===== src/hdl/rtt_pkg.sv =====
// Package for the retry task table: opcodes, status codes, entry record,
// sequencer states and the backoff helper. Depends on nothing.
package rtt_pkg;

   localparam int unsigned BACKOFF_CAP = 60000;

   typedef enum logic [2:0] {
      OP_ADD     = 3'd0,
      OP_PROCESS = 3'd1,
      OP_REPORT  = 3'd2,
      OP_CANCEL  = 3'd3,
      OP_CLEAR   = 3'd4,
      OP_QUERY   = 3'd5
   } op_type;

   localparam logic [2:0] ST_PENDING   = 3'd0;
   localparam logic [2:0] ST_RUNNING   = 3'd1;
   localparam logic [2:0] ST_SUCCESS   = 3'd2;
   localparam logic [2:0] ST_FAILED    = 3'd3;
   localparam logic [2:0] ST_RETRYING  = 3'd4;
   localparam logic [2:0] ST_CANCELLED = 3'd5;

   localparam logic [1:0] REG_BACKOFF  = 2'd0;
   localparam logic [1:0] REG_INTERVAL = 2'd1;
   localparam logic [1:0] REG_CRIT     = 2'd2;

   // one table entry as stored in memory
   typedef struct packed {
      logic [3:0]  ttype;
      logic [7:0]  limit;
      logic [23:0] base;
      logic [2:0]  status;
      logic [7:0]  attempts;
      logic [31:0] next_time;
      logic [31:0] last_attempt;
   } entry_type;

   localparam int unsigned ENTRY_W = $bits(entry_type);

   typedef enum logic [3:0] {
      S_IDLE,
      S_RD,      // read address issued, wait for data
      S_EXAM,    // data valid, act on it
      S_BACK,    // backoff doubling steps
      S_RUNREQ,  // run request waits in output register
      S_SUM,     // final summary walk
      S_SUMRD,
      S_REPLY
   } state_type;

   // one backoff doubling of the interval, capped at BACKOFF_CAP; one compare per step
   function automatic logic [31:0] backoff_step(input logic [31:0] v);
      logic [32:0] d;
      d = {v, 1'b0};
      backoff_step = (d > 33'(BACKOFF_CAP)) ? 32'(BACKOFF_CAP) : d[31:0];
   endfunction

endpackage


===== src/hdl/rtt_if.sv =====
// Valid/ready channel interfaces for requests, responses and register writes.
// Depends on nothing.
interface rtt_req_if;
   logic        valid;
   logic        ready;
   logic [2:0]  op;
   logic [3:0]  task_type;
   logic [7:0]  max_attempts;
   logic [23:0] base_interval;
   logic [31:0] now;
   logic        success;
   modport source (output valid, op, task_type, max_attempts, base_interval, now,
                   success, input ready);
   modport sink   (input valid, op, task_type, max_attempts, base_interval, now,
                   success, output ready);
endinterface

interface rtt_rsp_if;
   logic       valid;
   logic       ready;
   logic       kind;
   logic [3:0] task_type_res;
   logic [2:0] status;
   logic [7:0] attempt;
   logic [3:0] active_count;
   logic       critical_failure;
   logic       queue_full;
   logic       last;
   modport source (output valid, kind, task_type_res, status, attempt, active_count,
                   critical_failure, queue_full, last, input ready);
   modport sink   (input valid, kind, task_type_res, status, attempt, active_count,
                   critical_failure, queue_full, last, output ready);
endinterface

interface rtt_csr_if;
   logic        valid;
   logic        ready;
   logic [1:0]  index;
   logic [15:0] data;
   modport source (output valid, index, data, input ready);
   modport sink   (input valid, index, data, output ready);
endinterface


===== src/hdl/rtt_ram.sv =====
// Generic single-port-write, one-read RAM with registered read data.
// Depends on nothing.
module rtt_ram #(
   parameter int WIDTH = 8,
   parameter int DEPTH = 8
) (
   input  logic                                         clock,
   input  logic                                         wr_en,
   input  logic [(DEPTH > 1 ? $clog2(DEPTH) : 1)-1:0]   wr_addr,
   input  logic [WIDTH-1:0]                             wr_data,
   input  logic [(DEPTH > 1 ? $clog2(DEPTH) : 1)-1:0]   rd_addr,
   output logic [WIDTH-1:0]                             rd_data
);
   logic [WIDTH-1:0] mem_ff [DEPTH];

   always_ff @(posedge clock) begin
      if (wr_en) begin
         mem_ff[wr_addr] <= wr_data;
      end
      rd_data <= mem_ff[rd_addr];
   end
endmodule


===== src/hdl/retry_task_table_with_backoff.sv =====
// Top level of the retry task table: sequencer around one entry memory.
// Depends on rtt_pkg, rtt_if and rtt_ram.
//
//  channel | dir | carries
//  req     | in  | op, task_type, max_attempts, base_interval, now, success
//  rsp     | out | kind, task_type_res, status, attempt, counts, flags, last
//  csr     | in  | index, data (register writes)
//
// An operation walks the used part of the table (N entries) one entry at a time
// (S_RD issues the read, S_EXAM acts on the data); a throttled process or an
// unknown op skips that walk. All then walk again to total active and critical
// entries. A run request waits in S_RUNREQ; a failed report doubles its backoff
// in S_BACK (at most 16 doublings before the cap for a nonzero base, up to 254
// for a zero base). Compaction moves entries down during the walk.
// Reset clears the fill count and scan time; entries beyond the count are never
// read. A stalled response holds the sequencer.
module retry_task_table_with_backoff #(
   parameter int TABLE_DEPTH = 8
) (
   input logic clock,
   input logic reset,
   rtt_req_if.sink   req,
   rtt_rsp_if.source rsp,
   rtt_csr_if.sink   csr
);
   import rtt_pkg::*;

   localparam int AW = (TABLE_DEPTH > 1) ? $clog2(TABLE_DEPTH) : 1;
   localparam int CW = $clog2(TABLE_DEPTH + 1);

   // configuration
   logic        backoff_ff;
   logic [15:0] interval_ff;
   logic [15:0] crit_mask_ff;

   assign csr.ready = 1'b1;
   always_ff @(posedge clock) begin
      if (reset) begin
         backoff_ff   <= 1'b0;
         interval_ff  <= 16'd1000;
         crit_mask_ff <= '0;
      end else if (csr.valid) begin
         unique case (csr.index)
            REG_BACKOFF:  backoff_ff   <= csr.data[0];
            REG_INTERVAL: interval_ff  <= csr.data;
            REG_CRIT:     crit_mask_ff <= csr.data;
            default: ;
         endcase
      end
   end

   // state
   state_type   state_ff, state_in;
   logic [CW-1:0] used_ff, used_in;
   logic [31:0] scan_ff, scan_in;
   logic [CW-1:0] rd_ff, rd_in;   // read pointer
   logic [CW-1:0] wr_ff, wr_in;   // compaction write pointer
   logic [2:0]  op_ff;
   logic [3:0]  type_ff;
   logic [7:0]  lim_ff;
   logic [23:0] base_ff;
   logic [31:0] now_ff;
   logic        ok_ff;
   logic        scan_en_ff, scan_en_in;
   logic        found_ff, found_in;
   logic [2:0]  st_ff, st_in;
   logic [7:0]  att_ff, att_in;
   logic        full_ff, full_in;
   logic [CW-1:0] act_ff, act_in;
   logic        crit_ff, crit_in;
   logic [31:0] bo_ff, bo_in;
   logic [7:0]  bo_k_ff, bo_k_in;
   entry_type   hold_ff, hold_in;

   // response register
   logic        rv_ff, rv_in;
   logic        rkind_ff, rkind_in, rlast_ff, rlast_in;
   logic [3:0]  rtype_ff, rtype_in;
   logic [2:0]  rst_ff, rst_in;
   logic [7:0]  ratt_ff, ratt_in;

   // memory
   logic          we;
   logic [AW-1:0] wa, ra;
   entry_type     wd, rdat;
   logic [ENTRY_W-1:0] rdat_raw;

   rtt_ram #(.WIDTH(ENTRY_W), .DEPTH(TABLE_DEPTH)) u_ram (
      .clock  (clock),
      .wr_en  (we),
      .wr_addr(wa),
      .wr_data(wd),
      .rd_addr(ra),
      .rd_data(rdat_raw)
   );
   assign rdat = entry_type'(rdat_raw);

   assign req.ready = (state_ff == S_IDLE);
   assign rsp.valid = rv_ff;
   assign rsp.kind = rkind_ff;
   assign rsp.task_type_res = rtype_ff;
   assign rsp.status = rst_ff;
   assign rsp.attempt = ratt_ff;
   assign rsp.active_count = rkind_ff ? 4'd0 : 4'(act_ff);
   assign rsp.critical_failure = rkind_ff ? 1'b0 : crit_ff;
   assign rsp.queue_full = rkind_ff ? 1'b0 : full_ff;
   assign rsp.last = rlast_ff;

   logic fin;
   logic keep;
   logic [31:0] nxt;

   always_comb begin
      state_in = state_ff; used_in = used_ff; scan_in = scan_ff;
      rd_in = rd_ff; wr_in = wr_ff; scan_en_in = scan_en_ff;
      found_in = found_ff; st_in = st_ff; att_in = att_ff; full_in = full_ff;
      act_in = act_ff; crit_in = crit_ff; bo_in = bo_ff; bo_k_in = bo_k_ff;
      hold_in = hold_ff;
      rv_in = rv_ff; rkind_in = rkind_ff; rlast_in = rlast_ff; rtype_in = rtype_ff;
      rst_in = rst_ff; ratt_in = ratt_ff;
      we = 1'b0; wa = AW'(wr_ff); wd = rdat; ra = AW'(rd_ff);
      fin = 1'b0; keep = 1'b1; nxt = '0;
      if (rv_ff && rsp.ready) rv_in = 1'b0;

      unique case (state_ff)
         S_IDLE: begin
            if (req.valid) begin
               rd_in = '0; wr_in = '0; found_in = 1'b0;
               st_in = ST_PENDING; att_in = '0; full_in = 1'b0;
               scan_en_in = (req.now - scan_ff) >= 32'(interval_ff);
               if (req.op == OP_PROCESS && scan_en_in) scan_in = req.now;
               state_in = S_RD;
            end
         end
         S_RD: begin
            if (rd_ff >= used_ff || op_ff > OP_QUERY
                || (op_ff == OP_PROCESS && !scan_en_ff)) begin
               // walk over: wrap up the operation
               if (op_ff == OP_ADD || op_ff == OP_CLEAR) used_in = wr_ff;
               if (op_ff == OP_ADD) begin
                  if (wr_ff >= CW'(TABLE_DEPTH)) begin
                     full_in = 1'b1; st_in = ST_FAILED;
                  end else begin
                     we = 1'b1; wa = AW'(wr_ff);
                     wd = '{ttype: type_ff, limit: lim_ff, base: base_ff,
                            status: ST_PENDING, attempts: 8'd0, next_time: now_ff,
                            last_attempt: 32'd0};
                     used_in = wr_ff + 1'b1;
                  end
               end else if ((op_ff == OP_REPORT || op_ff == OP_CANCEL
                             || op_ff == OP_QUERY) && !found_ff) begin
                  st_in = ST_FAILED;
               end
               rd_in = '0; act_in = '0; crit_in = 1'b0;
               state_in = S_SUM;
            end else begin
               state_in = S_EXAM;
            end
         end
         S_EXAM: begin
            hold_in = rdat;
            rd_in = rd_ff + 1'b1;
            state_in = S_RD;
            unique case (op_ff)
               OP_ADD, OP_CLEAR: begin
                  if (op_ff == OP_ADD) keep = rdat.ttype != type_ff;
                  else keep = !(rdat.status == ST_SUCCESS || rdat.status == ST_FAILED
                                || rdat.status == ST_CANCELLED);
                  if (keep) begin
                     we = (wr_ff != rd_ff); wa = AW'(wr_ff); wd = rdat;
                     wr_in = wr_ff + 1'b1;
                  end
               end
               OP_PROCESS: begin
                  if (!(rdat.status == ST_SUCCESS || rdat.status == ST_CANCELLED
                        || rdat.status == ST_RUNNING) && now_ff >= rdat.next_time) begin
                     we = 1'b1; wa = AW'(rd_ff); wd = rdat;
                     if (rdat.attempts >= rdat.limit) begin
                        wd.status = ST_FAILED;
                     end else begin
                        wd.attempts = rdat.attempts + 8'd1;
                        wd.status = ST_RUNNING;
                        wd.last_attempt = now_ff;
                        rv_in = 1'b1; rkind_in = 1'b1; rlast_in = 1'b0;
                        rtype_in = rdat.ttype; rst_in = ST_RUNNING;
                        ratt_in = rdat.attempts + 8'd1;
                        state_in = S_RUNREQ;
                     end
                  end
               end
               OP_REPORT, OP_CANCEL, OP_QUERY: begin
                  if (!found_ff && rdat.ttype == type_ff) begin
                     found_in = 1'b1;
                     st_in = rdat.status; att_in = rdat.attempts;
                     if (op_ff == OP_CANCEL) begin
                        we = 1'b1; wa = AW'(rd_ff); wd = rdat;
                        wd.status = ST_CANCELLED; st_in = ST_CANCELLED;
                     end else if (op_ff == OP_REPORT && rdat.status == ST_RUNNING) begin
                        if (ok_ff) begin
                           we = 1'b1; wa = AW'(rd_ff); wd = rdat;
                           wd.status = ST_SUCCESS; st_in = ST_SUCCESS;
                        end else begin
                           st_in = ST_RETRYING;
                           bo_in = 32'(rdat.base); bo_k_in = 8'd1;
                           state_in = S_BACK;
                        end
                     end
                  end
               end
               default: ;
            endcase
         end
         S_BACK: begin
            // one doubling per cycle while backoff is enabled, until attempts reached or capped
            if (backoff_ff && bo_k_ff < hold_ff.attempts
                && bo_ff != 32'(BACKOFF_CAP)) begin
               bo_in = backoff_step(bo_ff);
               bo_k_in = bo_k_ff + 8'd1;
            end else begin
               nxt = hold_ff.last_attempt + bo_ff;
               we = 1'b1; wa = AW'(rd_ff - 1'b1); wd = hold_ff;
               wd.status = ST_RETRYING; wd.next_time = nxt;
               state_in = S_RD;
            end
         end
         S_RUNREQ: begin
            if (!rv_ff || rsp.ready) state_in = S_RD;
         end
         S_SUM: begin
            if (rd_ff >= used_ff) begin
               if (!rv_ff || rsp.ready) begin
                  rv_in = 1'b1; rkind_in = 1'b0; rlast_in = 1'b1;
                  rtype_in = (op_ff == OP_PROCESS || op_ff == OP_CLEAR
                              || op_ff > OP_QUERY) ? 4'd0 : type_ff;
                  rst_in = st_ff; ratt_in = att_ff;
                  state_in = S_REPLY;
               end
            end else begin
               state_in = S_SUMRD;
            end
         end
         S_SUMRD: begin
            fin = (rdat.status == ST_SUCCESS || rdat.status == ST_CANCELLED);
            if (!fin) act_in = act_ff + 1'b1;
            if (rdat.status == ST_FAILED && crit_mask_ff[rdat.ttype]) crit_in = 1'b1;
            rd_in = rd_ff + 1'b1;
            state_in = S_SUM;
         end
         S_REPLY: begin
            if (rsp.ready) state_in = S_IDLE;
         end
         default: state_in = S_IDLE;
      endcase
   end

   always_ff @(posedge clock) begin
      if (reset) begin
         state_ff <= S_IDLE;
         used_ff  <= '0;
         scan_ff  <= '0;
         rv_ff    <= 1'b0;
      end else begin
         state_ff <= state_in;
         used_ff  <= used_in;
         scan_ff  <= scan_in;
         rv_ff    <= rv_in;
      end
   end

   always_ff @(posedge clock) begin
      if (state_ff == S_IDLE && req.valid) begin
         op_ff <= req.op; type_ff <= req.task_type; lim_ff <= req.max_attempts;
         base_ff <= req.base_interval; now_ff <= req.now; ok_ff <= req.success;
      end
      rd_ff <= rd_in; wr_ff <= wr_in; scan_en_ff <= scan_en_in;
      found_ff <= found_in; st_ff <= st_in; att_ff <= att_in; full_ff <= full_in;
      act_ff <= act_in; crit_ff <= crit_in; bo_ff <= bo_in; bo_k_ff <= bo_k_in;
      hold_ff <= hold_in;
      rkind_ff <= rkind_in; rlast_ff <= rlast_in; rtype_ff <= rtype_in;
      rst_ff <= rst_in; ratt_ff <= ratt_in;
   end

   // checks
   a_used_bound: assert property (@(posedge clock) disable iff (reset)
      used_ff <= CW'(TABLE_DEPTH)) else $error("fill count beyond table depth");
   a_no_accept_busy: assert property (@(posedge clock) disable iff (reset)
      (state_ff != S_IDLE) |-> !req.ready) else $error("request taken while busy");
   a_reply_last: assert property (@(posedge clock) disable iff (reset)
      (rv_ff && !rkind_ff) |-> rlast_ff) else $error("status reply without last");
   a_runreq_hold: assert property (@(posedge clock) disable iff (reset)
      (rv_ff && !rsp.ready) |=> rv_ff && $stable(rtype_ff))
      else $error("response dropped under stall");
endmodule


===== src/flat_wrapper.sv =====
// flat-port wrapper written by rule: the top's interface ports become plain ports
module retry_task_table_with_backoff_flat import rtt_pkg::*;
#(
   parameter int TABLE_DEPTH = 8
)
  (clock, reset, req_valid, req_op, req_task_type, req_max_attempts, req_base_interval, req_now, req_success, req_ready, rsp_valid, rsp_kind, rsp_task_type_res, rsp_status, rsp_attempt, rsp_active_count, rsp_critical_failure, rsp_queue_full, rsp_last, rsp_ready, csr_valid, csr_index, csr_data, csr_ready);
  rtt_req_if req_i ();
  rtt_rsp_if rsp_i ();
  rtt_csr_if csr_i ();
  input logic clock;
  input logic reset;
  input wire logic [$bits(req_i.valid)-1:0] req_valid;
  input wire logic [$bits(req_i.op)-1:0] req_op;
  input wire logic [$bits(req_i.task_type)-1:0] req_task_type;
  input wire logic [$bits(req_i.max_attempts)-1:0] req_max_attempts;
  input wire logic [$bits(req_i.base_interval)-1:0] req_base_interval;
  input wire logic [$bits(req_i.now)-1:0] req_now;
  input wire logic [$bits(req_i.success)-1:0] req_success;
  output wire logic [$bits(req_i.ready)-1:0] req_ready;
  output wire logic [$bits(rsp_i.valid)-1:0] rsp_valid;
  output wire logic [$bits(rsp_i.kind)-1:0] rsp_kind;
  output wire logic [$bits(rsp_i.task_type_res)-1:0] rsp_task_type_res;
  output wire logic [$bits(rsp_i.status)-1:0] rsp_status;
  output wire logic [$bits(rsp_i.attempt)-1:0] rsp_attempt;
  output wire logic [$bits(rsp_i.active_count)-1:0] rsp_active_count;
  output wire logic [$bits(rsp_i.critical_failure)-1:0] rsp_critical_failure;
  output wire logic [$bits(rsp_i.queue_full)-1:0] rsp_queue_full;
  output wire logic [$bits(rsp_i.last)-1:0] rsp_last;
  input wire logic [$bits(rsp_i.ready)-1:0] rsp_ready;
  input wire logic [$bits(csr_i.valid)-1:0] csr_valid;
  input wire logic [$bits(csr_i.index)-1:0] csr_index;
  input wire logic [$bits(csr_i.data)-1:0] csr_data;
  output wire logic [$bits(csr_i.ready)-1:0] csr_ready;
  assign req_i.valid = req_valid;
  assign req_i.op = req_op;
  assign req_i.task_type = req_task_type;
  assign req_i.max_attempts = req_max_attempts;
  assign req_i.base_interval = req_base_interval;
  assign req_i.now = req_now;
  assign req_i.success = req_success;
  assign req_ready = req_i.ready;
  assign rsp_valid = rsp_i.valid;
  assign rsp_kind = rsp_i.kind;
  assign rsp_task_type_res = rsp_i.task_type_res;
  assign rsp_status = rsp_i.status;
  assign rsp_attempt = rsp_i.attempt;
  assign rsp_active_count = rsp_i.active_count;
  assign rsp_critical_failure = rsp_i.critical_failure;
  assign rsp_queue_full = rsp_i.queue_full;
  assign rsp_last = rsp_i.last;
  assign rsp_i.ready = rsp_ready;
  assign csr_i.valid = csr_valid;
  assign csr_i.index = csr_index;
  assign csr_i.data = csr_data;
  assign csr_ready = csr_i.ready;
  retry_task_table_with_backoff #(.TABLE_DEPTH(TABLE_DEPTH)) u_core (.clock(clock), .reset(reset), .req(req_i), .rsp(rsp_i), .csr(csr_i));
endmodule

===== config.mk =====
export PLATFORM = sky130hd
export DESIGN_NAME = retry_task_table_with_backoff_flat
export DESIGN_NICKNAME = d
export VERILOG_FILES = /design/src/hdl/rtt_pkg.sv /design/src/hdl/rtt_if.sv /design/src/hdl/rtt_ram.sv /design/src/hdl/retry_task_table_with_backoff.sv /design/src/flat_wrapper.sv
export SDC_FILE = /design/constraint.sdc
export NUM_CORES = 2
export LEC_CHECK = 0
export ABC_AREA = 1
export BUFFER_PORTS_ARGS = -buffer_cell sky130_fd_sc_hd__buf_2
export CAP_MARGIN = 20
export CORE_ASPECT_RATIO = 1.4
export CORE_UTILIZATION = 45
export CTS_CLUSTER_DIAMETER = 150
export CTS_CLUSTER_SIZE = 10
export DETAILED_ROUTE_END_ITERATION = 8
export PLACE_DENSITY_LB_ADDON = 0.2
export SETUP_SLACK_MARGIN = 0.3
export SKIP_CTS_REPAIR_TIMING = 1
export SLEW_MARGIN = 40
export SYNTH_ARGS = -nofsm -noshare
export SYNTH_HDL_FRONTEND = slang
export SYNTH_SLANG_ARGS = --single-unit

===== constraint.sdc =====
create_clock -name clock -period 28.8 [get_ports clock]
set_input_delay 2.88 -clock clock [delete_from_list [all_inputs] [get_ports clock]]
set_output_delay 2.88 -clock clock [all_outputs]
set_load 0.02 [all_outputs]

# --- Word level (Yosys, flattened, before mapping) ---
# Memories as Yosys holds them, arrays and structs flattened. A register that Yosys moved wholly into a read port is not among the register bits.
# Cells that the tools add are included.
word_totals:
  register_bits: 306
  mem_count: 1
  ramBits: 888
  out_inout_bits: 26
memory_table:
  columns: ["name", "depth", "width", "rd", "rd_clocked_by_memory_dff", "write_ports", "line", "source"]
  rows:
  - ["u_core.u_ram.mem_ff", 8, 111, 1, 1, 1, "rtt_ram.sv:14", "logic [WIDTH-1:0] mem_ff [DEPTH];"]
classes:
  addsub: 8
  eq_ne: 48
  mux: 149
  magnitude_cmp: 9
  n_reduce_logical: 57
op_table:
  columns: ["op", "n"]
  rows:
  - ["2-to-1 mux 111 bit", 4]
  - ["2-to-1 mux 75 bit", 5]
  - ["one-hot mux 111 bit (3 select lines)", 1]
  - ["2-to-1 mux 32 bit", 8]
  - ["one-hot mux 75 bit (2 select lines)", 1]
  - ["2-to-1 mux 8 bit", 15]
  - ["2-to-1 mux 4 bit", 25]
  - ["2-to-1 mux 3 bit", 23]
  - ["one-hot mux 32 bit (2 select lines)", 1]
  - ["one-hot mux 8 bit (2 select lines)", 3]
  - ["2-to-1 mux 1 bit", 42]
  - ["> comparator 33 x 16 -> 1 bit (second input constant)", 1]
  - ["adder 32 bit", 1]
  - [">= comparator 32 x 16 -> 1 bit", 1]
  - [">= comparator 32 bit", 1]
  - ["!= test 32 x 16 -> 1 bit (second input constant)", 1]
  - ["one-hot mux 4 bit (2 select lines)", 4]
  - ["one-hot mux 4 bit (8 select lines)", 1]
  - ["subtractor 32 bit", 1]
  - ["!= test 2 x 1 -> 1 bit (second input constant)", 14]
  - ["one-hot mux 3 bit (2 select lines)", 3]
  - ["adder 8 x 1 -> 8 bit (second input constant)", 2]
  - ["equality test 4 x 3 -> 1 bit (second input constant)", 4]
  - ["!= test 2 bit (second input constant)", 8]
  - ["42 further kinds", 101]

# --- Longest topological paths before layout ---
depth:
  word_depth: 12
  ltp_mapped: 23
  depth_no_buf: 23

# --- Cells and area by module ---
# A second synthesis with hierarchy kept.
hier_totals:
  cells_unflattened: 6662
  area_unflattened_um2: 61092.3
modules_own_cells:
  columns: ["mod", "area_each_um2", "cells_per_inst", "instances"]
  rows:
  - ["rtt_ram", 40684.0, 3965, 1]
  - ["retry_task_table_with_backoff", 20408.3, 2697, 1]

# --- Worst setup path after synthesis ---
# No wires, ideal clock.
synth_timing:
  path_kind: "register -> register"
  startpoint: "register u_core.rd_ff[0]"
  endpoint: "memory u_core.u_ram.mem_ff[1][0] (netlist name) (enable)"
  slack_ps: 18095
  n_path_buf: 4
  arrival_time_ps: 9988
  setup_ps: 718
  path_stages_with_launch: 18
  cell_sequence: "edfxtp_1 -> clkbuf_1 -> inv_1 -> buf_2 -> clkbuf_1 -> clkbuf_1 -> ha_1 -> nand4_1 -> nand3_1 -> or2_1 -> inv_1 -> nor2_1 -> inv_1 -> nand2_1 -> inv_1 -> nand2_1 -> nand3_1 -> nor3_1"
synth_via:
  elab_chain_cells: 7
synth_rtl:
  columns: ["item", "line", "source"]
  rows:
  - ["start, declared", "retry_task_table_with_backoff.sv:56", "logic [CW-1:0] rd_ff, rd_in;"]
  - ["start signal, assigned", "retry_task_table_with_backoff.sv:275", "rd_ff <= rd_in; wr_ff <= wr_in; scan_en_ff <= scan_en_in;"]
  - [">= comparator 4 bit", "retry_task_table_with_backoff.sv:136", "if (rd_ff >= used_ff || op_ff > OP_QUERY"]
  - ["logical OR 1 bit", "retry_task_table_with_backoff.sv:136", null]
  - ["logical OR 1 bit", "retry_task_table_with_backoff.sv:137", "|| (op_ff == OP_PROCESS && !scan_en_ff)) begin"]
  - ["2-to-1 mux 1 bit", "retry_task_table_with_backoff.sv:136", null]
  - ["one-hot mux 1 bit (3 select lines)", "retry_task_table_with_backoff.sv:125", "unique case (state_ff)"]
  - ["2-to-1 mux 1 bit", "rtt_ram.sv:17", "if (wr_en) begin"]
  - ["2-to-1 mux 1 bit (implied by the code)", "rtt_ram.sv:18", "mem_ff[wr_addr] <= wr_data;"]
  - ["end, declared", "rtt_ram.sv:14", null]
# Several ways; a longest one is shown, not always the timed one.

# --- Final worst setup path ---
layout_timing:
  startpoint: "register u_core.rd_ff[0]"
  endpoint: "memory u_core.u_ram.mem_ff[2][40] (netlist name) (enable)"
# Same word-level chain as after synthesis.

==> impl_metrics.csv <==
group,metric,value,unit
outcome,status,"completed",
layout,finalNonFillerCells,7184,
layout,n_fill_cell,11000,
place,dp.cells,6919,
setup_path,start_kind,"flop",
yosys,synth_edf_count,1120,
setup_path,r2r_setup_slack,22780,ps
setup_path,critPathMaxFanout,150,
sta,hold_viol,0,
setup_path,worstPathArrival,6410,ps
drt,dr_total_vias,39700,
setup_path,crit_path_end_kind,"flop",
sta,fin_crit_sh,20.9,%
setup_path,reg2reg_depth,19,
min_path,hp-class,"flop to flop",
sta,worst_pin_slew,888,ps
cts,cts_tree,"built",
drt,post-route-drc-count,0,
layout,syn2layout_area_growth,11.8,%
drt,ant_nets,0,
layout,regArea,37300,sq um
power,power.density,97.2,nW/um^2
sta,slew_headroom,40.8,%
drt,drt_first_iter_violations,3363,
sta,fin_ws,22780,ps
yosys,synth_top_cells_by_count,"1,120 x edfxtp_1, 1,058 x nor2_1, 722 x nand2_1, 578 x o21ai_0, 431 x inv_1",
setup_path,rr_endpoint,"u_core.u_ram.mem_ff[2][40]$_DFFE_PP_",
yosys,synth-async-reset-ratio,0,%
place,place_congestion,0.943,
min_path,hold_start,"u_core.u_ram.rd_data[30]$_DFF_P_",
sta,drv_slew,0,
global_routing,grt_use_total,24.9,%
setup_path,crit_slowest_cell,"buf_4",
min_path,holdPathEnd,"u_core.hold_ff[30]$_DFFE_PP_",
die,core_area,125000,sq um
yosys,syn_inst,5348,
yosys,ys_types,52,
cts,clkTransAtPathRegs,60,ps
place,pre_cts_slack,22160,ps
setup_path,path_delay_family,"buffers and inverters",
setup_path,worstSetupPathType,"flop to flop",
yosys,syn_area_per_cell,10.6,sq um
layout,multi_input_comb_area,16900,sq um
global_routing,grt_overflow,0,
drt,vias_per_cell,5.53,
die,die_y,422,um
cts,cts.sinks,1304,
yosys,yosysSeqAreaShare,65.7,%
sta,layout_min_cycle_time,6020,ps
drt,routed_wirelength,159000,um
yosys,netlist.area_leader.share,59.3,%
layout,diodes,0,
cts,cts_made_buffers,148,
die,rows,153,
die,design.die.area,128000,sq um
global_routing,grt_pass1_wl,237000,um
setup_path,crit_required,29190,ps
setup_path,r2r_start,"u_core.rd_ff[0]$_SDFFCE_PN0P_",
sta,finClkSkew,31.1,ps
global_routing,grt_pass1_vias,38600,
setup_path,worstPathCellList,"clkinv_8, ha_1, o21bai_1, nand3_1, nand3_1, or2_1, inv_1, nor2_4, inv_1, buf_4, nand2_2, inv_2, nand2_1, inv_1, nor2_1, nand2_1, nor2_4, buf_4, buf_4",
place,placed_area,59200,sq um
die,start_util,45.5,%
global_routing,grt_max_degree,151,
yosys,synth_flop_cell,"edfxtp_1",
layout,fin_nets,5675,
setup_path,startpoint,"u_core.rd_ff[0]$_SDFFCE_PN0P_",
layout,drive_above_1_share,8.01,%
place,io_buffers,119,
power,p_leak,23.4,nW
place,post-dp-hpwl,97300,um
layout,design_area,63500,sq um
cts,clock_path_buffers,3,
setup_path,cpPeakStageDelay,640,ps
sta,rsz0062_at_grt,"no",
sta,holdWs,412,ps
drt,routedWlPerCell,22.2,um
setup_path,cp_num_buf_inv,8,
yosys,ys_ff_latch,1304,
die,num_io_pins,121,
global_routing,antenna_found_initial,2,
drt,firstDrtPassIters,5,
die,fp.dieW,302,um
min_path,min_path_cells,0,
yosys,post-synth-top-area-cell,"edfxtp_1",
cts,h-tree-depth,4,
sta,setup_tns,0,ps
sta,finalSetupViolCount,0,
cts,clk_latency,780,ps
power,vdd_drop_max,0.0819,mV
yosys,synthesis.area,56800,sq um
sta,clock.fmax,0.166,GHz
yosys,yosysMostFrequentCell,"edfxtp_1",
yosys,synth_area_leaders,"edfxtp_1 59%, nor2_1 7.0%, dfxtp_1 6.5%",
cts,cts-root-buf,"clkbuf_16",
run,drv_cap,0,
yosys,yosys_warnings,0,
==> power breakdown <==
group,leakage [nW],internal (W),switching (W)
Combinational,9.67,0.000469,0.00128
Clock,2.05,0.000980,0.000727
Sequential,11.6,0.00256,0.000147
Total,23.4,0.00401,0.00216
==> per-layer routing <==
layer | up-vias | track usage, % | share of wire, %
met1 | 19400 | 30.7 | 40
met5 | - | 0 | 0.018
li1 | 18800 | - | -
met2 | 1224 | 43.1 | 50
met4 | 4 | 10.4 | 4.2
met3 | 316 | 3.76 | 5.4
==> metrics by stage <==
stage               power [W]  utilization [%]
finish                0.00617             50.9
global route          0.00647             50.9
CTS                   0.00619             50.9
detailed placement    0.00448             47.5
global placement      0.00446             47.4
floorplan             0.00385                -
==> state kept, by name, indices dropped and copies added, names as in the netlist, 8 cells and up <==
register and cells:
u_core.crit_mask_ff 16, u_core.bo_k_ff 8, u_core.hold_ff 76, u_core.scan_ff 32
u_core.interval_ff 16, u_core.bo_ff 32, u_core.att_ff 8, u_core.u_ram.mem_ff 888
u_core.now_ff 32, u_core.lim_ff 8, u_core.rsp.attempt 8, u_core.base_ff 24
u_core.u_ram.rd_data 111
==> cell usage in the layout (no fill, tap or decap), drive strengths merged, types with 26 or more instances in the layout <==
cell type / netlist / routed
xor2: 39 / 39
o22ai: 125 / 125
buf: 35 / 184
a31oi: 120 / 120
nand2: 732 / 732
a21oi: 153 / 153
clkbuf: 212 / 255
ha: 136 / 136
edfxtp: 1120 / 1120
dfxtp: 184 / 184
nor3: 26 / 26
nand3: 167 / 167
nand4: 44 / 44
o211ai: 35 / 35
inv: 442 / 444
o21ai: 578 / 578
nor2: 1075 / 1075
==> how the worst max path moves through the flow <==
stage                                                end  depth (start not counted)
detailed placement       u_core.scan_ff[16]$_SDFFE_PP0P_                         20
floorplan            u_core.u_ram.mem_ff[1][0]$_DFFE_PP_                         17
global placement         u_core.scan_ff[20]$_SDFFE_PP0P_                         20
CTS                 u_core.u_ram.mem_ff[2][42]$_DFFE_PP_                         18
global route        u_core.u_ram.mem_ff[2][40]$_DFFE_PP_                         19
finish              u_core.u_ram.mem_ff[2][40]$_DFFE_PP_                         19
==> worst reg2reg max path: stages (launching register included) <==
cell and delay, ps:
edfxtp_1 590, clkinv_8 500, ha_1 480, o21bai_1 140, nand3_1 90, nand3_1 180
or2_1 180, inv_1 110, nor2_4 600, inv_1 100, buf_4 270, nand2_2 130
inv_2 330, nand2_1 280, inv_1 60, nor2_1 110, nand2_1 140, nor2_4 150
buf_4 540, buf_4 650
==> kinds of logic after synthesis <==
group | count (synthesis) | synth area share (%)
XOR/XNOR | 56 | 0.864
buffers and inverters | 692 | 4.70
AND/OR/NAND/NOR | 2061 | 14.8
other | 2 | 0.0132
flip-flops | 1304 | 65.7
adder cells (fa/ha/maj) | 138 | 3.07
AO/OA/AOI/OAI | 1095 | 10.8
==> layout make-up <==
cell class | count | share of cell area [%]
clock buffer | 255 | 6.57
clock inverter | 10 | 0.221
inverter | 445 | 2.68
multi-input combinational | 3359 | 26.7
sequential | 1304 | 58.8
tap | 1627 | 3.21
timing repair buffer | 184 | 1.90
(Power assumes the default switching activity.)
